**src/hdl/assert_macros.svh**
```systemverilog
// assertion macros shared by the knn top-k vote block
// no dependencies; taken in by `include in the files that check their own logic
`ifndef ASSERT_MACROS_SVH
`define ASSERT_MACROS_SVH

// property must hold at every clock edge outside reset
`define ASSERT_ALWAYS(lbl, clk, rst, prop, msg) \
   lbl: assert property (@(posedge clk) disable iff (rst) (prop)) else $error(msg);

// expression must never be true at a clock edge outside reset
`define ASSERT_NEVER(lbl, clk, rst, expr, msg) \
   lbl: assert property (@(posedge clk) disable iff (rst) !(expr)) else $error(msg);

`endif

```
**src/hdl/knn_pkg.sv**
```systemverilog
// types, widths and defaults for the knn top-k vote block
// no dependencies; used by knn_dist, knn_cell, knn_vote and knn_top_k_vote
`default_nettype none

package knn_pkg;

   localparam int NUM_FEATURES     = 8;
   localparam int FEATURE_W        = 16;
   localparam int DIFF_W           = 17;
   localparam int SQ_W             = 32;
   localparam int DIST_W           = 36;
   localparam int LABEL_W          = 8;
   localparam int FC_W             = 4;
   localparam int VOTE_W           = 3;
   localparam int DEF_NEIGHBORS    = 5;
   localparam int DEF_MAX_FEATURES = 8;
   localparam logic [FC_W-1:0] FC_RESET = 4'd8;

   typedef logic signed [FEATURE_W-1:0] feature_type;

   typedef struct packed {
      logic               valid;
      logic [DIST_W-1:0]  distance;
      logic [LABEL_W-1:0] label;
   } entry_type;

   typedef struct packed {
      logic clear;
      logic insert;
   } cell_ctrl_type;

   typedef enum logic [1:0] {
      ST_IDLE,
      ST_DIST,
      ST_VOTE
   } state_type;

endpackage

`default_nettype wire

```
**src/hdl/knn_top_k_vote.sv**
```systemverilog
// k-nearest-neighbour classifier: query load, streaming top-k insertion chain, majority vote
// depends on knn_pkg, knn_dist, knn_cell, knn_vote and assert_macros.svh
//
// A beat with mode 0 loads the query vector and empties the neighbour list in its accept
// cycle. A beat with mode 1 is a training sample: the distance unit squares one feature
// difference per cycle over feature_count features, feature_count being clamped to
// MAX_FEATURES, and no further request is taken until the chain of NEIGHBORS cells has
// inserted the sample. A beat with last_sample set adds a vote, one candidate slot per
// cycle, before the result beat is written to the output register. The result register
// lets the next request be taken while a result waits. The user must write feature_count
// through the csr port only while the block is idle; the block itself does not enforce it.
`default_nettype none
`include "assert_macros.svh"

module knn_top_k_vote #(
   parameter int NEIGHBORS    = knn_pkg::DEF_NEIGHBORS,
   parameter int MAX_FEATURES = knn_pkg::DEF_MAX_FEATURES
) (
   input  wire logic                          clock,
   input  wire logic                          reset,
   input  wire logic                          csr_valid,
   output logic                               csr_ready,
   input  wire logic [knn_pkg::FC_W-1:0]      csr_feature_count,
   input  wire logic                          req_valid,
   output logic                               req_ready,
   input  wire logic                          req_mode,
   input  wire logic signed [knn_pkg::FEATURE_W-1:0] req_feature_0,
   input  wire logic signed [knn_pkg::FEATURE_W-1:0] req_feature_1,
   input  wire logic signed [knn_pkg::FEATURE_W-1:0] req_feature_2,
   input  wire logic signed [knn_pkg::FEATURE_W-1:0] req_feature_3,
   input  wire logic signed [knn_pkg::FEATURE_W-1:0] req_feature_4,
   input  wire logic signed [knn_pkg::FEATURE_W-1:0] req_feature_5,
   input  wire logic signed [knn_pkg::FEATURE_W-1:0] req_feature_6,
   input  wire logic signed [knn_pkg::FEATURE_W-1:0] req_feature_7,
   input  wire logic [knn_pkg::LABEL_W-1:0]   req_class_label,
   input  wire logic                          req_last_sample,
   output logic                               rsp_valid,
   input  wire logic                          rsp_ready,
   output logic [knn_pkg::LABEL_W-1:0]        rsp_predicted_label,
   output logic [knn_pkg::VOTE_W-1:0]         rsp_vote_count,
   output logic                               rsp_no_neighbors
);

   localparam int CNT_W = $clog2(MAX_FEATURES + 1);
   localparam int CW    = $clog2(NEIGHBORS + 1);
   localparam int FW    = knn_pkg::FC_W;
   localparam int VW    = knn_pkg::VOTE_W;
   localparam int NF    = knn_pkg::NUM_FEATURES;

   knn_pkg::state_type        state_ff;
   knn_pkg::state_type        state_in;
   knn_pkg::cell_ctrl_type    cell_ctrl;
   logic [FW-1:0]             fc_ff;
   logic [CNT_W-1:0]          fc_use;
   knn_pkg::feature_type      req_feat  [NF];
   knn_pkg::feature_type      query_ff  [MAX_FEATURES];
   knn_pkg::feature_type      sample_ff [MAX_FEATURES];
   logic [knn_pkg::LABEL_W-1:0] label_ff;
   logic                      last_ff;
   logic                      accept;
   logic                      dist_start;
   logic                      dist_done;
   logic [knn_pkg::DIST_W-1:0] dist_val;
   knn_pkg::entry_type        new_entry;
   knn_pkg::entry_type        entries [NEIGHBORS];
   logic                      takes   [NEIGHBORS];
   logic                      vote_done;
   logic [knn_pkg::LABEL_W-1:0] vote_label;
   logic [CW-1:0]             vote_cnt;
   logic                      rsp_load;
   logic                      rsp_valid_ff;
   logic [knn_pkg::LABEL_W-1:0] rsp_label_ff;
   logic [VW-1:0]             rsp_cnt_ff;
   logic                      rsp_none_ff;

   assign req_feat[0] = req_feature_0;
   assign req_feat[1] = req_feature_1;
   assign req_feat[2] = req_feature_2;
   assign req_feat[3] = req_feature_3;
   assign req_feat[4] = req_feature_4;
   assign req_feat[5] = req_feature_5;
   assign req_feat[6] = req_feature_6;
   assign req_feat[7] = req_feature_7;

   assign csr_ready = 1'b1;
   assign req_ready = (state_ff == knn_pkg::ST_IDLE);
   assign accept    = req_valid && req_ready;
   assign fc_use    = (fc_ff > FW'(MAX_FEATURES)) ? CNT_W'(MAX_FEATURES) : CNT_W'(fc_ff);
   assign new_entry = '{valid: 1'b1, distance: dist_val, label: label_ff};

   always_ff @(posedge clock) begin
      if (reset) begin
         fc_ff <= knn_pkg::FC_RESET;
      end else if (csr_valid) begin
         fc_ff <= csr_feature_count;
      end
   end

   always_ff @(posedge clock) begin
      if (reset) begin
         for (int i = 0; i < MAX_FEATURES; i++) begin
            query_ff[i] <= '0;
         end
      end else if (accept && !req_mode) begin
         for (int i = 0; i < MAX_FEATURES; i++) begin
            query_ff[i] <= req_feat[i];
         end
      end
   end

   always_ff @(posedge clock) begin
      if (accept) begin
         for (int i = 0; i < MAX_FEATURES; i++) begin
            sample_ff[i] <= req_feat[i];
         end
         label_ff <= req_class_label;
         last_ff  <= req_last_sample;
      end
   end

   always_ff @(posedge clock) begin
      if (reset) begin
         state_ff <= knn_pkg::ST_IDLE;
      end else begin
         state_ff <= state_in;
      end
   end

   always_comb begin
      state_in   = state_ff;
      cell_ctrl  = '0;
      dist_start = 1'b0;
      rsp_load   = 1'b0;
      case (state_ff)
         knn_pkg::ST_IDLE: begin
            if (req_valid) begin
               if (req_mode) begin
                  dist_start = 1'b1;
                  state_in   = knn_pkg::ST_DIST;
               end else begin
                  cell_ctrl.clear = 1'b1;
                  state_in = req_last_sample ? knn_pkg::ST_VOTE : knn_pkg::ST_IDLE;
               end
            end
         end
         knn_pkg::ST_DIST: begin
            if (dist_done) begin
               cell_ctrl.insert = 1'b1;
               state_in = last_ff ? knn_pkg::ST_VOTE : knn_pkg::ST_IDLE;
            end
         end
         knn_pkg::ST_VOTE: begin
            if (vote_done && (!rsp_valid_ff || rsp_ready)) begin
               rsp_load = 1'b1;
               state_in = knn_pkg::ST_IDLE;
            end
         end
         default: begin
            state_in = knn_pkg::ST_IDLE;
         end
      endcase
   end

   knn_dist #(
      .MAX_FEATURES (MAX_FEATURES),
      .CNT_W        (CNT_W)
   ) u_dist (
      .clock      (clock),
      .reset      (reset),
      .start      (dist_start),
      .feat_count (fc_use),
      .query      (query_ff),
      .sample     (sample_ff),
      .done       (dist_done),
      .distance   (dist_val)
   );

   for (genvar i = 0; i < NEIGHBORS; i++) begin : g_cell
      if (i == 0) begin : g_head
         knn_cell u_cell (
            .clock      (clock),
            .reset      (reset),
            .ctrl       (cell_ctrl),
            .new_entry  (new_entry),
            .prev_entry ('0),
            .prev_take  (1'b0),
            .take       (takes[i]),
            .entry      (entries[i])
         );
      end else begin : g_link
         knn_cell u_cell (
            .clock      (clock),
            .reset      (reset),
            .ctrl       (cell_ctrl),
            .new_entry  (new_entry),
            .prev_entry (entries[i-1]),
            .prev_take  (takes[i-1]),
            .take       (takes[i]),
            .entry      (entries[i])
         );
         `ASSERT_ALWAYS(a_sorted, clock, reset, entries[i].valid |-> (entries[i-1].valid && (entries[i-1].distance <= entries[i].distance)), "neighbour list out of order")
      end
   end

   knn_vote #(
      .NEIGHBORS (NEIGHBORS),
      .CW        (CW)
   ) u_vote (
      .clock   (clock),
      .reset   (reset),
      .run     (state_ff == knn_pkg::ST_VOTE),
      .entries (entries),
      .done    (vote_done),
      .label   (vote_label),
      .count   (vote_cnt)
   );

   always_ff @(posedge clock) begin
      if (reset) begin
         rsp_valid_ff <= 1'b0;
      end else if (rsp_load) begin
         rsp_valid_ff <= 1'b1;
      end else if (rsp_ready) begin
         rsp_valid_ff <= 1'b0;
      end
   end

   always_ff @(posedge clock) begin
      if (rsp_load) begin
         rsp_label_ff <= vote_label;
         rsp_cnt_ff   <= VW'(vote_cnt);
         rsp_none_ff  <= (vote_cnt == '0);
      end
   end

   assign rsp_valid           = rsp_valid_ff;
   assign rsp_predicted_label = rsp_label_ff;
   assign rsp_vote_count      = rsp_cnt_ff;
   assign rsp_no_neighbors    = rsp_none_ff;

   `ASSERT_ALWAYS(a_rsp_from_vote, clock, reset, $rose(rsp_valid_ff) |-> ($past(state_ff) == knn_pkg::ST_VOTE), "result beat without a vote")
   `ASSERT_NEVER(a_insert_clear, clock, reset, cell_ctrl.insert && cell_ctrl.clear, "insert and clear together")

endmodule

`default_nettype wire

```
**src/hdl/knn_dist.sv**
```systemverilog
// squared distance unit: one feature difference squared per cycle, then accumulated
// depends on knn_pkg and assert_macros.svh
`default_nettype none
`include "assert_macros.svh"

module knn_dist #(
   parameter int MAX_FEATURES = knn_pkg::DEF_MAX_FEATURES,
   parameter int CNT_W        = $clog2(MAX_FEATURES + 1)
) (
   input  wire logic                       clock,
   input  wire logic                       reset,
   input  wire logic                       start,
   input  wire logic [CNT_W-1:0]           feat_count,
   input  knn_pkg::feature_type            query  [MAX_FEATURES],
   input  knn_pkg::feature_type            sample [MAX_FEATURES],
   output logic                            done,
   output logic [knn_pkg::DIST_W-1:0]      distance
);

   localparam int FIDX_W = (MAX_FEATURES > 1) ? $clog2(MAX_FEATURES) : 1;
   localparam int DW     = knn_pkg::DIFF_W;
   localparam int SW     = knn_pkg::SQ_W;
   localparam int TW     = knn_pkg::DIST_W;

   logic                 run_ff;
   logic [CNT_W-1:0]     cnt_ff;
   logic [SW-1:0]        prod_ff;
   logic [SW-1:0]        prod_in;
   logic                 pv_ff;
   logic                 plast_ff;
   logic [TW-1:0]        acc_ff;
   logic                 done_ff;
   logic                 last_in;
   logic [FIDX_W-1:0]    idx;
   logic signed [DW-1:0] diff;
   logic signed [2*DW-1:0] sq;

   always_comb begin
      idx     = cnt_ff[FIDX_W-1:0];
      diff    = DW'(query[idx]) - DW'(sample[idx]);
      sq      = diff * diff;
      prod_in = sq[SW-1:0];
      last_in = (cnt_ff + CNT_W'(1)) == feat_count;
   end

   always_ff @(posedge clock) begin
      if (reset) begin
         run_ff   <= 1'b0;
         pv_ff    <= 1'b0;
         plast_ff <= 1'b0;
         done_ff  <= 1'b0;
      end else begin
         pv_ff    <= run_ff;
         plast_ff <= run_ff && last_in;
         done_ff  <= (start && (feat_count == '0)) || (pv_ff && plast_ff);
         if (start) begin
            run_ff <= (feat_count != '0);
         end else if (run_ff && last_in) begin
            run_ff <= 1'b0;
         end
      end
   end

   always_ff @(posedge clock) begin
      prod_ff <= prod_in;
      if (start) begin
         cnt_ff <= '0;
         acc_ff <= '0;
      end else begin
         if (run_ff) begin
            cnt_ff <= cnt_ff + CNT_W'(1);
         end
         if (pv_ff) begin
            acc_ff <= acc_ff + TW'(prod_ff);
         end
      end
   end

   assign done     = done_ff;
   assign distance = acc_ff;

   `ASSERT_ALWAYS(a_done_single, clock, reset, done_ff |=> !done_ff, "distance done held twice")

endmodule

`default_nettype wire

```
**src/hdl/knn_cell.sv**
```systemverilog
// one slot of the sorted neighbour list; takes the new sample or its upper neighbour's entry
// depends on knn_pkg
`default_nettype none

module knn_cell (
   input  wire logic                  clock,
   input  wire logic                  reset,
   input  knn_pkg::cell_ctrl_type     ctrl,
   input  knn_pkg::entry_type         new_entry,
   input  knn_pkg::entry_type         prev_entry,
   input  wire logic                  prev_take,
   output logic                       take,
   output knn_pkg::entry_type         entry
);

   logic                          valid_ff;
   logic [knn_pkg::DIST_W-1:0]    dist_ff;
   logic [knn_pkg::LABEL_W-1:0]   label_ff;

   assign take = !valid_ff || (new_entry.distance < dist_ff);

   always_ff @(posedge clock) begin
      if (reset) begin
         valid_ff <= 1'b0;
      end else if (ctrl.clear) begin
         valid_ff <= 1'b0;
      end else if (ctrl.insert) begin
         if (prev_take) begin
            valid_ff <= prev_entry.valid;
         end else if (take) begin
            valid_ff <= 1'b1;
         end
      end
   end

   always_ff @(posedge clock) begin
      if (ctrl.insert) begin
         if (prev_take) begin
            dist_ff  <= prev_entry.distance;
            label_ff <= prev_entry.label;
         end else if (take) begin
            dist_ff  <= new_entry.distance;
            label_ff <= new_entry.label;
         end
      end
   end

   assign entry = '{valid: valid_ff, distance: dist_ff, label: label_ff};

endmodule

`default_nettype wire

```
**src/hdl/knn_vote.sv**
```systemverilog
// majority vote over the neighbour list, one candidate slot per cycle
// depends on knn_pkg and assert_macros.svh
`default_nettype none
`include "assert_macros.svh"

module knn_vote #(
   parameter int NEIGHBORS = knn_pkg::DEF_NEIGHBORS,
   parameter int CW        = $clog2(NEIGHBORS + 1)
) (
   input  wire logic                     clock,
   input  wire logic                     reset,
   input  wire logic                     run,
   input  knn_pkg::entry_type            entries [NEIGHBORS],
   output logic                          done,
   output logic [knn_pkg::LABEL_W-1:0]   label,
   output logic [CW-1:0]                 count
);

   localparam int VIDX_W = (NEIGHBORS > 1) ? $clog2(NEIGHBORS) : 1;
   localparam int LW     = knn_pkg::LABEL_W;

   logic [VIDX_W-1:0]  idx_ff;
   logic               done_ff;
   logic [LW-1:0]      best_label_ff;
   logic [CW-1:0]      best_cnt_ff;
   knn_pkg::entry_type cand;
   logic [CW-1:0]      match_cnt;
   logic               better;
   logic               any_valid;

   always_comb begin
      cand      = entries[idx_ff];
      match_cnt = '0;
      any_valid = 1'b0;
      for (int j = 0; j < NEIGHBORS; j++) begin
         if (entries[j].valid && (entries[j].label == cand.label)) begin
            match_cnt = match_cnt + CW'(1);
         end
         any_valid = any_valid | entries[j].valid;
      end
      better = cand.valid && ((match_cnt > best_cnt_ff) ||
               ((match_cnt == best_cnt_ff) && (cand.label < best_label_ff)));
   end

   always_ff @(posedge clock) begin
      if (reset || !run) begin
         idx_ff        <= '0;
         done_ff       <= 1'b0;
         best_label_ff <= '0;
         best_cnt_ff   <= '0;
      end else if (!done_ff) begin
         if (better) begin
            best_label_ff <= cand.label;
            best_cnt_ff   <= match_cnt;
         end
         if (idx_ff == VIDX_W'(NEIGHBORS - 1)) begin
            done_ff <= 1'b1;
         end else begin
            idx_ff <= idx_ff + VIDX_W'(1);
         end
      end
   end

   assign done  = done_ff;
   assign label = best_label_ff;
   assign count = best_cnt_ff;

   `ASSERT_ALWAYS(a_empty_vote, clock, reset, (done_ff && (best_cnt_ff == '0)) |-> !any_valid, "zero vote with valid neighbours")

endmodule

`default_nettype wire

```
**config.mk**
```make
export PLATFORM = sky130hd
export DESIGN_NAME = knn_top_k_vote
export DESIGN_NICKNAME = d
export VERILOG_FILES = /design/src/hdl/knn_pkg.sv /design/src/hdl/knn_top_k_vote.sv /design/src/hdl/knn_dist.sv /design/src/hdl/knn_cell.sv /design/src/hdl/knn_vote.sv
export VERILOG_INCLUDE_DIRS = /design/src /design/src/hdl
export SDC_FILE = /design/constraint.sdc
export NUM_CORES = 2
export LEC_CHECK = 0
export ABC_AREA = 1
export BUFFER_PORTS_ARGS = -buffer_cell sky130_fd_sc_hd__buf_2
export CAP_MARGIN = 20
export CELL_PAD_IN_SITES_DETAIL_PLACEMENT = 0
export CELL_PAD_IN_SITES_GLOBAL_PLACEMENT = 1
export CORE_AREA = 4 4 305 307
export DETAILED_ROUTE_END_ITERATION = 8
export DIE_AREA = 0 0 309 311
export GPL_TIMING_DRIVEN = 0
export PLACE_DENSITY = 0.84
export SLEW_MARGIN = 0
export SYNTH_ARGS = -nofsm -noshare
export SYNTH_HDL_FRONTEND = slang
export SYNTH_SLANG_ARGS = --single-unit
```
**constraint.sdc**
```tcl
create_clock -name clock -period 28.4 [get_ports clock]
set_clock_uncertainty 0.1 [all_clocks]
set_input_delay 5.68 -clock clock [delete_from_list [all_inputs] [get_ports clock]]
set_output_delay 5.68 -clock clock [all_outputs]
set_load 0.05 [all_outputs]
```
[After elaboration in Yosys (flattened, before gate mapping)]
Cells that the tools add are included.
Cells by class
  $add $sub $neg: 8
  multiply operators: 1
  divide/modulo/power cells: 0
  order comparisons: 10
  eq/ne operators: 13
  shifts and indexed selects: 0
  multiplexer cells: 62
  bitwise operators: 4
  reduce and logical (&&, ||, !) cells: 49
Operator list (number)
  36-bit two-way mux: 8
  36-bit < comparator: 5
  45-bit binary-select mux with 3-bit select: 1
  16-bit binary-select mux with 3-bit select: 2
  45-bit two-way mux: 2
  16-bit two-way mux: 4
  8-bit two-way mux: 8
  8-bit equality test: 5
  36-bit by 32-bit adder with 36-bit output: 1
  17-bit by 17-bit multiplier with 32-bit output: 1
  1-bit two-way mux: 25
  16-bit by 16-bit subtractor with 17-bit output: 1
  3-bit by 1-bit adder with 3-bit output, second input constant: 5
  2-bit AND reduction: 7
  1-bit logical AND: 13
  2-bit two-way mux: 6
  3-bit two-way mux: 4
  2-bit nonzero test: 6
  1-bit logical OR: 9
  4-bit >= comparator, second input constant: 2
  1-bit logical NOT: 8
  8-bit < comparator: 1
  3-bit NOT with 4-bit output: 2
  2-bit case mux with 3 select lines: 1
  18 further kinds: 20
Word-level totals
  bits in registers: 600
  bits in latches: 0
  bits in writable memories: 0
  memory bits (read-only): 0
  bits of input ports: 147
  output and inout port bits: 15
  logic and storage cells: 197
  memories kept: 0

[Depth between registers and ports, before layout]
  word-level depth: 20
  gate-level depth with buffers: 43
  mapped depth without buffers: 40

[Cells and area by module]
A second synthesis with hierarchy kept.
Unflattened totals
  cells, all modules: 5442
  area total of the unflattened synthesis: 43422.9 um2
Modules (own cells, without submodules)
  knn_dist: times used 1, cells each 2479, area an instance 17102.7 um2, sequential area each 1501.4 um2
  knn_cell: times used 5, cells each 359, area an instance 2912.8 um2, sequential area each 1341.3 um2
  knn_top_k_vote: times used 1, cells each 769, area an instance 9336.5 um2, sequential area each 7176.9 um2
  knn_vote: times used 1, cells each 399, area an instance 2419.8 um2, sequential area each 300.3 um2

[Worst setup path after synthesis]
OpenSTA, ideal clock, no wires.
  path type: input-to-reg
  start: in req_valid
  end: reg u_dist.acc_ff[22] (netlist: u_dist.distance[22])
  setup time: 115 ps
  arrival: 13708 ps
  data required time: 28185 ps
  path slack: 14476 ps
  stages on the path: 8
  buffers on the path: 1
  path through: inv_1 -> nor2_1 -> nand2_1 -> inv_2 -> clkbuf_1 -> a21oi_1 -> o21ai_0 -> inv_1
Between the ends
  word-level cells in the longest chain between the ends: 2
RTL lines
  start: declaration: line knn_top_k_vote.sv:24  | input wire logic req_valid,
  1-bit two-way mux: line knn_top_k_vote.sv:136  | if (req_valid) begin
  1-bit two-way mux: line knn_top_k_vote.sv:134  | case (state_ff)
  end signal: assignment: line knn_dist.sv:74  | acc_ff <= acc_ff + TW'(prod_ff);
  end: declaration: line knn_dist.sv:31  | logic [TW-1:0] acc_ff;
Every way passes these cells.
A chain may end at the register's enable or synchronous reset.

[Worst setup path in the final report]
  start: reg u_dist.cnt_ff[0]
  end: reg u_dist.prod_ff[30]
Between the ends
  word-level cells in the longest chain between the ends: 6
  elaborated cells on any way between the ends: 9
  classes of those cells: add/sub (1); mul (1); mux (6); bitwise (1)
RTL lines
  start: declaration: line knn_dist.sv:26  | logic [CNT_W-1:0] cnt_ff;
  start signal: assignment: line knn_dist.sv:71  | cnt_ff <= cnt_ff + CNT_W'(1);
  3-bit NOT with 4-bit output (implied by the code) *: line knn_dist.sv:40  | diff = DW'(query[idx]) - DW'(sample[idx]);
  16-bit binary-select mux with 3-bit select: line knn_dist.sv:40
  16-bit two-way mux (implied by the code) (2 in series): line knn_dist.sv:40
  16-bit by 16-bit subtractor with 17-bit output *: line knn_dist.sv:40
  17-bit by 17-bit multiplier with 32-bit output *: line knn_dist.sv:41  | sq = diff * diff;
  named net u_dist.sq[30]: line knn_dist.sv:36  | logic signed [2*DW-1:0] sq;
  end signal: assignment: line knn_dist.sv:65  | prod_ff <= prod_in;
  end: declaration: line knn_dist.sv:27  | logic [SW-1:0] prod_ff;
Mark *: on every way through the listed nets, which the timed path passes. The rest lies on a longest branch. The select of a mux whose other input is x is not followed.

==> impl_metrics.yaml <==
place:
  numPortBuffers: 159
  gp_congestion: 0.9563
  dpl_cell_area_um2: 42900
  dp_slack_ns: 17.05
  dp_hpwl_mm: 93.59
timing:
  grt_setup_unrepaired: "false"
  worstMarginPinSlew_ns: 1.062
  final.setup.tns_ns: 0
  fin_crit_ns: 11.59
  drv_slew: 0
  hold_violations: 0
  layout_worst_path_cycle_share_pct: 40.81
  setup_slack_ns: 16.81
  fmaxAchievable_mhz: 86.29
  max-slew-margin-rel_pct: 28.98
  setup_viol: 0
route:
  wl_met1_mm: 49.89
  first_pass_iters: 7
  drtIter0Drc: 2956
  drtAntennaViolNets: 0
  top_layer: "met4"
  routed_wl_mm: 116.9
  routedWlPerCell_um: 19.08
  routed_via_density: 5.299
  wl_met2_mm: 53.22
  drc: 0
  met3_wirelength_mm: 9.944
  vias: 32460
clocking:
  clockBufferDepth: 3
  cts_resized: 0
  cts.sinks: 599
  post_cts_buffers: 0
  cts_buffers: 71
  cts-hold-fix-buffers: 0
  path_clk_slew_ns: 0.06
  clkLatencyLatePin_ns: 0.64
  cts-root-buf: "clkbuf_16"
  ctsHtreeMaxLevel: 3
  cts_tree: "done"
cells_and_area:
  fillers: 8553
  final_cell_mix: "767 x inv_1, 665 x nor2_1, 614 x nand2_1"
  nets: 5615
  synthToLayoutAreaGrowth_pct: 12.48
  final_common_cell: "inv_1"
  finalCoreUtilization_pct: 50.37
  diodes: 0
  fin_area_um2: 45340
  post_route_cells_drive_above_1_share_pct: 6.687
setup_path:
  crit_type: "register to register"
  worstPathRequired_ns: 28.85
  r2r_cells: 34
  crit_fanout: 10
  cp.buffers_inverters: 10
  worst_r2r_endpoint: "u_dist.prod_ff[30]"
  end_kind: "register"
  r2r_setup_slack_ns: 16.81
  cpPeakStageDelay_ns: 0.89
  cp_data_arrival_time_ns: 12.04
  critPathSlowestCell: "fa_1"
  rr_startpoint: "u_dist.cnt_ff[0]"
  critical-path-top-delay-family: "adder cells"
  start_kind: "register"
min_path:
  hold_path_class: "register to register"
  holdPathEnd: "rsp_predicted_label[5]"
  min-delay-start: "u_vote.label[5]"
  holdPathStages: 0
floorplanning:
  die-height_um: 311
  core_um2: 90010
  fp.dieArea_um2: 96100
  rows: 110
  num_io_pins: 162
  fp.dieW_um: 309
  initial_core_util_pct: 44.78
logic_synthesis:
  synth_flop_cell: "edfxtp_1"
  synth_top_area_share_pct: 27.49
  async_flop_share_pct: 0
  synthTopCellsByArea: "edfxtp_1 27%, fa_1 13%, dfxtp_1 11%, ha_1 9.8%, inv_1 7.1%"
  yosys.area.top_type: "edfxtp_1"
  synth_seq_cells: 599
  syn_avg_cell_area_um2: 8.677
  netlist_area_um2: 40310
  synth_cell_types: 51
  syn_inst: 4646
  synth_edf_count: 369
  yosysSeqAreaShare_pct: 38.91
  yosys_warnings: 0
  syn_nets: 5369
global_route:
  grt_max_degree: 34
  grt_pass1_wl_mm: 180.0
  antenna_found_initial: 3
  grt_pass1_vias: 32510
  overflow: 0
  groute.usage.overall_pct: 24.19
outcome:
  outcome: "finished clean"
flow_run:
  drv_cap: 0
==> per-layer routing <==
| metal | up-vias | global-route usage, % |
|---|---|---|
| li1 | 15690 | - |
| met1 | 15520 | 31.55 |
| met2 | 1051 | 38.95 |
| met3 | 196 | 6.793 |
| met4 | 0 | 7.888 |
| met5 | - | 0 |
==> worst max path at each step <==
stage                           from                   to  slack, ns  cells after the start
CTS                 u_dist.cnt_ff[0]   u_dist.prod_ff[30]      17.01                     34
global placement           req_valid  u_dist.distance[30]       8.42                      9
detailed placement  u_dist.cnt_ff[0]   u_dist.prod_ff[30]      17.05                     34
floorplan                  req_valid  u_dist.distance[22]      14.48                      8
global route        u_dist.cnt_ff[0]   u_dist.prod_ff[30]      16.28                     34
finish              u_dist.cnt_ff[0]   u_dist.prod_ff[30]      16.81                     34
==> Yosys cell counts (all sizes together) (25+ instances only) <==
| cell | instances |
|---|---|
| edfxtp | 369 |
| a21oi | 231 |
| inv | 773 |
| xnor2 | 25 |
| dfxtp | 230 |
| o21ai | 554 |
| nor2 | 670 |
| ha | 317 |
| clkbuf | 143 |
| xor2 | 62 |
| nand2 | 623 |
| nand3 | 104 |
| fa | 259 |
| o22ai | 35 |
| o211ai | 26 |
| nor3 | 29 |
| a31oi | 27 |
==> final cells by class <==
type | instances | area (µm²) | area share [%]
clock inverters | 36 | 414.1 | 0.9134
repair buffers | 173 | 1069 | 2.357
well taps | 1176 | 1471 | 3.245
multi-input cells | 3106 | 21120 | 46.57
inverters | 779 | 2924 | 6.449
clock buffers | 95 | 2011 | 4.435
flip-flops and latches | 599 | 15690 | 34.59
plain buffers | 162 | 651.9 | 1.438
==> state kept, by name (all words and copies together), names as in the netlist, 2 cells and up <==
register,cells
g_cell.g_link.u_cell.dist_ff,144
query_ff,128
sample_ff,128
g_cell.g_head.u_cell.dist_ff,36
u_dist.distance,36
g_cell.g_link.u_cell.label_ff,32
u_dist.prod_ff,31
g_cell.g_head.u_cell.label_ff,8
label_ff,8
rsp_predicted_label,8
u_vote.label,8
fc_ff,4
g_cell.g_link.u_cell.valid_ff,4
u_dist.cnt_ff,4
rsp_vote_count,3
u_vote.count,3
u_vote.idx_ff,3
state_ff,2
==> cell families after synthesis <==
| family | Yosys count | synth area share [%] |
|---|---|---|
| xor+xnor | 87 | 1.890 |
| other cells | 1 | 0.009303 |
| flops | 599 | 38.91 |
| buf+inv | 941 | 8.868 |
| fa+ha+maj | 576 | 22.70 |
| compound gates | 961 | 12.95 |
| simple gates | 1481 | 14.67 |
==> per-stage QoR <==
step,std cells,hold WS (ns)
CTS,6124,0.3347
global route,6126,0.3414
finish,6126,0.3317
floorplan,4646,0.3082
detailed placement,5993,0.3214
global placement,5981,0.3159
Power is left out: the tool's default activity adds up to more than one toggle a clock period on the data nets, which glitch-free logic cannot reach.
